[config.mk]
export PLATFORM = sky130hd
export DESIGN_NAME = rmth_ctrl
export DESIGN_NICKNAME = d
export VERILOG_FILES = /design/src/hw/rtl/rmth_pkg.sv /design/src/hw/rtl/rmth_ctrl.sv
export SDC_FILE = /design/constraint.sdc
export NUM_CORES = 1
export LEC_CHECK = 0
export BUFFER_PORTS_ARGS = -buffer_cell sky130_fd_sc_hd__buf_2
export CORE_ASPECT_RATIO = 1.75
export CORE_MARGIN = 2
export CORE_UTILIZATION = 55
export DETAILED_ROUTE_END_ITERATION = 10
export PLACE_DENSITY_LB_ADDON = 0.15
export SETUP_SLACK_MARGIN = 0.2
export SLEW_MARGIN = 20
export SYNTH_ARGS = -nofsm -noshare
export SYNTH_HDL_FRONTEND = slang
export SYNTH_SLANG_ARGS = --single-unit
[constraint.sdc]
create_clock -name clk -period 5.8 [get_ports clk]
set_clock_uncertainty 0.15 [all_clocks]
set_input_delay 1.16 -clock clk [delete_from_list [all_inputs] [get_ports clk]]
set_output_delay 1.16 -clock clk [all_outputs]
set_load 0.005 [all_outputs]
[src/hw/rtl/rmth_pkg.sv]
// ----------------------------------------------------------------------------
// rmth_pkg: shared types and constants for the running median core
// Cell commands, controller states, median source select and defaults.
// ----------------------------------------------------------------------------
package rmth_pkg;

	// Defaults for the top level parameters
	localparam int unsigned MAX_ITEMS_DEF   = 1024;
	localparam int unsigned SAMPLE_BITS_DEF = 32;

	// Fixed port widths
	localparam int unsigned WORD_W  = 32;
	localparam int unsigned COUNT_W = 11;

	// Command broadcast to every cell of one chain
	typedef enum logic [1:0] {
		CMD_HOLD,
		CMD_PUSH,
		CMD_POP,
		CMD_CLEAR
	} cell_cmd_t;

	// Commands for both chains, controller to chains
	typedef struct packed {
		cell_cmd_t lower_cmd;
		cell_cmd_t upper_cmd;
	} chain_ctl_t;

	// Controller sequence
	typedef enum logic [2:0] {
		ST_IDLE,
		ST_DECIDE,
		ST_MOVE,
		ST_INSERT,
		ST_MEDIAN,
		ST_DONE
	} state_t;

	// Where the new median comes from
	typedef enum logic [1:0] {
		MED_LOWER,
		MED_UPPER,
		MED_MEAN
	} med_sel_t;

endpackage

[src/hw/rtl/rmth_ctrl.sv]
// ----------------------------------------------------------------------------
// rmth_ctrl: sequencer, occupancy counts, median and result register
// Decides where each sample goes, issues the chain commands one step per
// cycle, forms the new median and holds the result word for the receiver.
// ----------------------------------------------------------------------------
module rmth_ctrl #(
	parameter int unsigned MAX_ITEMS   = rmth_pkg::MAX_ITEMS_DEF,
	parameter int unsigned SAMPLE_BITS = rmth_pkg::SAMPLE_BITS_DEF,
	parameter int unsigned DEPTH       = MAX_ITEMS / 2 + 1
) (
	input  logic                                   clk,
	input  logic                                   arst_n,
	input  logic                                   in_valid,
	output logic                                   in_stall,
	input  logic signed [rmth_pkg::WORD_W-1:0]     sample,
	input  logic                                   restart,
	output logic                                   out_valid,
	input  logic                                   out_stall,
	output logic signed [rmth_pkg::WORD_W-1:0]     median_out,
	output logic        [rmth_pkg::COUNT_W-1:0]    count_held,
	output logic                                   overflow_flag,
	input  logic signed [SAMPLE_BITS-1:0]          lower_top,
	input  logic                                   lower_top_valid,
	input  logic signed [SAMPLE_BITS-1:0]          upper_top,
	input  logic                                   upper_top_valid,
	output rmth_pkg::chain_ctl_t                   chain_ctl,
	output logic signed [SAMPLE_BITS-1:0]          lower_ins,
	output logic signed [SAMPLE_BITS-1:0]          upper_ins
);

	localparam int unsigned SIZE_W = $clog2(DEPTH + 1);
	localparam int unsigned CNT_W  = $clog2(MAX_ITEMS + 1);
	localparam int unsigned S      = SAMPLE_BITS;

	rmth_pkg::state_t   state_q, state_d;
	rmth_pkg::med_sel_t med_sel_q, med_sel_d;
	logic               to_upper_q, to_upper_d;
	logic               move_q, move_d;
	logic               flag_q;
	logic signed [S-1:0] sample_q;
	logic signed [S-1:0] median_q;
	logic [SIZE_W-1:0]  lower_size_q, upper_size_q;
	logic [CNT_W-1:0]   total;
	logic [31:0]        total_wide;
	logic               full;
	logic               gt_median;
	logic               accept;
	logic               out_free;
	logic               load_out;
	logic signed [S:0]  sum_w, adj_w;
	logic signed [S-1:0] mean_w;

	logic                                  out_valid_q;
	logic signed [rmth_pkg::WORD_W-1:0]    median_out_q;
	logic        [rmth_pkg::COUNT_W-1:0]   count_q;
	logic                                  flag_out_q;

	assign accept     = in_valid && !in_stall;
	assign out_free   = !out_valid_q || !out_stall;
	assign total      = CNT_W'(lower_size_q) + CNT_W'(upper_size_q);
	assign total_wide = 32'(total);
	assign full       = total >= CNT_W'(MAX_ITEMS);
	assign gt_median  = sample_q > median_q;

	// Mean of both tops at one extra bit, rounded toward zero
	always_comb begin
		sum_w  = {lower_top[S-1], lower_top} + {upper_top[S-1], upper_top};
		adj_w  = sum_w + (S+1)'(sum_w[S]);
		mean_w = adj_w[S:1];
	end

	// Plan the moves for the sample in hand
	always_comb begin
		to_upper_d = gt_median;
		move_d     = 1'b0;
		med_sel_d  = rmth_pkg::MED_MEAN;
		if (lower_size_q == upper_size_q) begin
			med_sel_d = gt_median ? rmth_pkg::MED_UPPER : rmth_pkg::MED_LOWER;
		end else if (lower_size_q > upper_size_q) begin
			move_d = !gt_median;
		end else begin
			move_d = gt_median;
		end
	end

	// Next state
	always_comb begin
		state_d = state_q;
		unique case (state_q)
			rmth_pkg::ST_IDLE: begin
				if (in_valid) state_d = rmth_pkg::ST_DECIDE;
			end
			rmth_pkg::ST_DECIDE: begin
				if (full) begin
					state_d = rmth_pkg::ST_DONE;
				end else if (move_d) begin
					state_d = rmth_pkg::ST_MOVE;
				end else begin
					state_d = rmth_pkg::ST_INSERT;
				end
			end
			rmth_pkg::ST_MOVE:   state_d = rmth_pkg::ST_INSERT;
			rmth_pkg::ST_INSERT: state_d = rmth_pkg::ST_MEDIAN;
			rmth_pkg::ST_MEDIAN: state_d = rmth_pkg::ST_DONE;
			rmth_pkg::ST_DONE: begin
				if (out_free) state_d = rmth_pkg::ST_IDLE;
			end
			default: state_d = rmth_pkg::ST_IDLE;
		endcase
	end

	// Outputs of the sequence: chain commands, insert words, handshakes
	always_comb begin
		chain_ctl.lower_cmd = rmth_pkg::CMD_HOLD;
		chain_ctl.upper_cmd = rmth_pkg::CMD_HOLD;
		in_stall            = 1'b1;
		load_out            = 1'b0;
		lower_ins           = sample_q;
		upper_ins           = sample_q;
		unique case (state_q)
			rmth_pkg::ST_IDLE: begin
				in_stall = 1'b0;
				if (in_valid && restart) begin
					chain_ctl.lower_cmd = rmth_pkg::CMD_CLEAR;
					chain_ctl.upper_cmd = rmth_pkg::CMD_CLEAR;
				end
			end
			rmth_pkg::ST_MOVE: begin
				lower_ins = upper_top;
				upper_ins = lower_top;
				if (to_upper_q) begin
					chain_ctl.upper_cmd = rmth_pkg::CMD_POP;
					chain_ctl.lower_cmd = rmth_pkg::CMD_PUSH;
				end else begin
					chain_ctl.lower_cmd = rmth_pkg::CMD_POP;
					chain_ctl.upper_cmd = rmth_pkg::CMD_PUSH;
				end
			end
			rmth_pkg::ST_INSERT: begin
				if (to_upper_q) begin
					chain_ctl.upper_cmd = rmth_pkg::CMD_PUSH;
				end else begin
					chain_ctl.lower_cmd = rmth_pkg::CMD_PUSH;
				end
			end
			rmth_pkg::ST_DONE: begin
				load_out = out_free;
			end
			default: begin
				in_stall = 1'b1;
			end
		endcase
	end

	// Control registers
	always_ff @(posedge clk or negedge arst_n) begin
		if (!arst_n) begin
			state_q      <= rmth_pkg::ST_IDLE;
			lower_size_q <= '0;
			upper_size_q <= '0;
			median_q     <= '0;
			out_valid_q  <= 1'b0;
		end else begin
			state_q <= state_d;
			// Empty both halves on restart
			if (accept && restart) begin
				lower_size_q <= '0;
				upper_size_q <= '0;
				median_q     <= '0;
			end
			// Track occupancy as words cross and enter
			if (state_q == rmth_pkg::ST_MOVE) begin
				if (to_upper_q) begin
					upper_size_q <= upper_size_q - 1'b1;
					lower_size_q <= lower_size_q + 1'b1;
				end else begin
					lower_size_q <= lower_size_q - 1'b1;
					upper_size_q <= upper_size_q + 1'b1;
				end
			end
			if (state_q == rmth_pkg::ST_INSERT) begin
				if (to_upper_q) begin
					upper_size_q <= upper_size_q + 1'b1;
				end else begin
					lower_size_q <= lower_size_q + 1'b1;
				end
			end
			// Take the new median from the settled tops
			if (state_q == rmth_pkg::ST_MEDIAN) begin
				unique case (med_sel_q)
					rmth_pkg::MED_LOWER: median_q <= lower_top;
					rmth_pkg::MED_UPPER: median_q <= upper_top;
					rmth_pkg::MED_MEAN:  median_q <= mean_w;
					default:             median_q <= median_q;
				endcase
			end
			// Result register: set on load, drop once taken
			if (load_out) begin
				out_valid_q <= 1'b1;
			end else if (!out_stall) begin
				out_valid_q <= 1'b0;
			end
		end
	end

	// Payload registers
	always_ff @(posedge clk) begin
		if (accept) begin
			sample_q <= sample[S-1:0];
		end
		if (state_q == rmth_pkg::ST_DECIDE) begin
			flag_q     <= full;
			to_upper_q <= to_upper_d;
			move_q     <= move_d;
			med_sel_q  <= med_sel_d;
		end
		if (load_out) begin
			median_out_q <= rmth_pkg::WORD_W'(median_q);
			count_q      <= total_wide[rmth_pkg::COUNT_W-1:0];
			flag_out_q   <= flag_q;
		end
	end

	assign out_valid     = out_valid_q;
	assign median_out    = median_out_q;
	assign count_held    = count_q;
	assign overflow_flag = flag_out_q;

	// Halves stay balanced between items
	a_balance: assert property (@(posedge clk) disable iff (!arst_n)
		state_q == rmth_pkg::ST_IDLE |->
			(lower_size_q == upper_size_q) ||
			(lower_size_q == upper_size_q + 1'b1) ||
			(upper_size_q == lower_size_q + 1'b1))
		else $error("halves out of balance");

	// Never hold more than capacity
	a_capacity: assert property (@(posedge clk) disable iff (!arst_n)
		total <= CNT_W'(MAX_ITEMS))
		else $error("occupancy above capacity");

	// Chain contents agree with the counts
	a_lower_top: assert property (@(posedge clk) disable iff (!arst_n)
		state_q == rmth_pkg::ST_IDLE |-> lower_top_valid == (lower_size_q != '0))
		else $error("lower chain top disagrees with count");

	a_upper_top: assert property (@(posedge clk) disable iff (!arst_n)
		state_q == rmth_pkg::ST_IDLE |-> upper_top_valid == (upper_size_q != '0))
		else $error("upper chain top disagrees with count");

	// A move only pops a chain that holds a word
	a_move_src: assert property (@(posedge clk) disable iff (!arst_n)
		state_q == rmth_pkg::ST_MOVE && move_q |->
			(to_upper_q ? upper_top_valid : lower_top_valid))
		else $error("move from an empty chain");

endmodule

==> results.yml <==
run_status:
  outcome: "finished clean"
yosys:
  syn_area_per_cell_um2: 8.36
  synth_warnings: 0
  ys_ff_latch: 136
  async_reset_ff_frac: 0.412
  syn-instance-count: 1313
  ys_seq_area_frac: 0.347
  synthDistinctLibCells: 86
  synth-main-ff-cell: "edfxtp_1"
  syn_area_um2: 11000
  synth_nets: 1510
  synth-edff-count: 80
sta:
  holdWs_ps: 268
  slew_headroom: 0.213
  final.setup.tns_ps: 0
  min_period_ps: 4890
  fmax_mhz: 204
  worst-slew-pin-transition_ps: 1180
  fin_crit_sh: 0.844
  timing_hold_violations_final: 0
  setup_viol: 0
  slew_viol_final: 0
  rsz0062_at_grt: "false"
cells_and_area:
  multi_input_area_um2: 6650
  drive_above_1_share: 0.195
  final_common_cell: "nand2_1"
  layout_common_cells: "264 x nand2_1, 214 x buf_2, 101 x a21oi_1"
  fin_util: 0.652
  seq_area_um2: 3800
  syn_to_final_growth_pct: 16.8
  layout.nets: 1696
  nFillCells: 1716
route:
  drc: 0
  first_pass_iters: 5
  drt-total-wl_um: 36700
  viasPerCell: 6.16
  wire_per_inst_um: 20.8
  drtAntennaViolNets: 0
  initialDrtViolationCount: 896
  routed-via-count: 10900
global_route:
  first_global_vias: 10300
  antenna_found_initial: 3
  overflow: 0
  grt_max_degree: 64
  grt_usage: 0.337
  grt_pass1_wl_um: 55100
power_and_ir_drop:
  p_comb_frac: 0.492
  pwr-share-clk: 0.196
  powerDensity_nw_per_um2: 418
  internal_power_mw: 3.02
  seqPwrFrac: 0.312
  switching_share: 0.437
  p_leak_nw: 5.78
  p_sw_mw: 2.34
  ir_drop_mv: 0.319
worst_hold_path:
  hold_path.class: "register to register"
die:
  dieArea_um2: 21100
  coreArea_um2: 19700
  pin_count: 217
  die_x_um: 111
  die_h_um: 191
  row_count: 68
  start_util: 0.558
worst_setup_path:
  end_kind: "register"
  required_ps: 5980
  path_max_fanout: 9
  critPathLaunchType: "input pin"
  cp.arrival_ps: 5080
  crit_type: "input pin to register"
placement:
  io_buffers: 214
  dp_hpwl_um: 29400
  gp_congestion: 0.994
cts:
  cts_buffers: 17
  cts_setup_buffers: 0
  clk_latency_ps: 420
  ctsResizeCount: 0
  max-clock-path-buffers: 2
  cts_root_buffer: "clkbuf_16"
  clk_pin_slew_ps: 60
  numClockSinks: 136
  cts_tree: "done"
  cts-htree-levels: 4
  ctsHoldBuffers: 0
run:
  maxCapViolations: 0
final cells by class:
| class | count | area share |
|---|---|---|
| multi-input combinational | 1040 | 0.519 |
| sequential | 136 | 0.297 |
| timing repair buffer | 230 | 0.0930 |
| clock buffer | 21 | 0.0352 |
| tap | 245 | 0.0239 |
| inverter | 74 | 0.0217 |
| clock inverter | 11 | 0.00957 |
| antenna | 4 | 0.000781 |
cell usage after synthesis (all sizes together), types with 6 or more instances:
cell type / number / area share
nand2: 264 / 0.090
a21oi: 103 / 0.048
ha: 92 / 0.10
o21ai: 86 / 0.040
edfxtp: 80 / 0.22
inv: 74 / 0.025
nor2: 71 / 0.025
dfrtp: 56 / 0.13
nand3: 44 / 0.021
clkbuf: 43 / 0.015
xor2: 34 / 0.027
xnor2: 33 / 0.026
a21o: 28 / 0.019
nand4: 23 / 0.015
nor3: 21 / 0.010
buf: 20 / 0.0091
a22oi: 18 / 0.012
o22ai: 16 / 0.0091
a211oi: 14 / 0.010
a31oi: 13 / 0.0074
and3: 13 / 0.0074
and4: 13 / 0.011
nor4: 13 / 0.012
o211ai: 13 / 0.0098
nor2b: 12 / 0.0068
and2: 10 / 0.0057
nand2b: 9 / 0.0051
or3: 9 / 0.0051
a221oi: 6 / 0.0064
o21a: 6 / 0.0041
o21bai: 6 / 0.0041
o31ai: 6 / 0.0041
stage by stage:
| stage | instance area (um2) | worst slack [ps] | power [mW] | cells |
|---|---|---|---|---|
| global route | 12800 | 626 | 5.71 | 1760 |
| floorplan | 11000 | 636 | 3.33 | 1313 |
| CTS | 12800 | 966 | 5.33 | 1757 |
| finish | 12800 | 906 | 5.36 | 1761 |
| detailed placement | 12200 | 543 | 4.25 | 1725 |
| global placement | 12200 | 651 | 4.19 | 1725 |
cell families after synthesis:
kind of cell             count (synthesis)  share of synthesized area
multiplexers                             2                    0.00194
AND/OR/NAND/NOR                        519                      0.228
buffers and inverters                  137                     0.0492
adder cells (fa/ha/maj)                 94                      0.109
XOR/XNOR                                67                     0.0535
flip-flops                             136                      0.347
AO/OA/AOI/OAI                          358                      0.212
path summary, 6_finish.rpt:
check | cells after the start | end | slack, ps | from
max | 12 | median_q[29]$_DFFE_PN0P_ | 910 | upper_top[12]
min | 0 | overflow_flag$_DFFE_PP_ | 270 | flag_q$_DFFE_PN_
max reg2reg | 7 | lower_size_q[9]$_DFF_PN0_ | 2570 | state_q[0]$_DFFE_PN0P_
min reg2reg | 0 | overflow_flag$_DFFE_PP_ | 270 | flag_q$_DFFE_PN_
max in group asynchronous | 2 | upper_size_q[4]$_DFF_PN0_ | 4220 | arst_n
min in group asynchronous | 2 | lower_size_q[3]$_DFF_PN0_ | 720 | arst_n
flip-flops by register name (all words and copies together), names as in the netlist:
name and flops:
to_upper_q 1, flag_q 1, median_out 32, lower_size_q 10, out_valid 1, med_sel_q 2
sample_q 32, count_held 11, upper_size_q 10, median_q 32, overflow_flag 1, state_q 3
power by group through the flow:
stage | logic (mW) | clock network (mW) | registers [mW]
detailed placement | 2.58 | 0 | 1.67
global route | 2.91 | 1.11 | 1.70
finish | 2.63 | 1.05 | 1.67
CTS | 2.61 | 1.06 | 1.66
global placement | 2.53 | 0 | 1.66
floorplan | 1.79 | 0 | 1.55
per-layer routing:
metal,vias to the layer above,share of wire,wire [um],GRT usage
li1,5121,-,-,-
met1,5144,0.36,13100,0.361
met2,461,0.53,19400,0.626
met3,128,0.048,1780,0.0356
met4,0,0.064,2340,0.215
met5,-,0,0,0
worst max-delay path, stage by stage:
cell,delay [ps]
buf_2,130
ha_1,470
nand4_1,400
a2111oi_0,510
o21ai_1,350
o211ai_1,520
a31oi_1,170
xor2_1,210
nor4_1,580
and4_2,330
o21ai_1,70
a22oi_1,170
No activity file was read; power rests on OpenSTA's default activity.
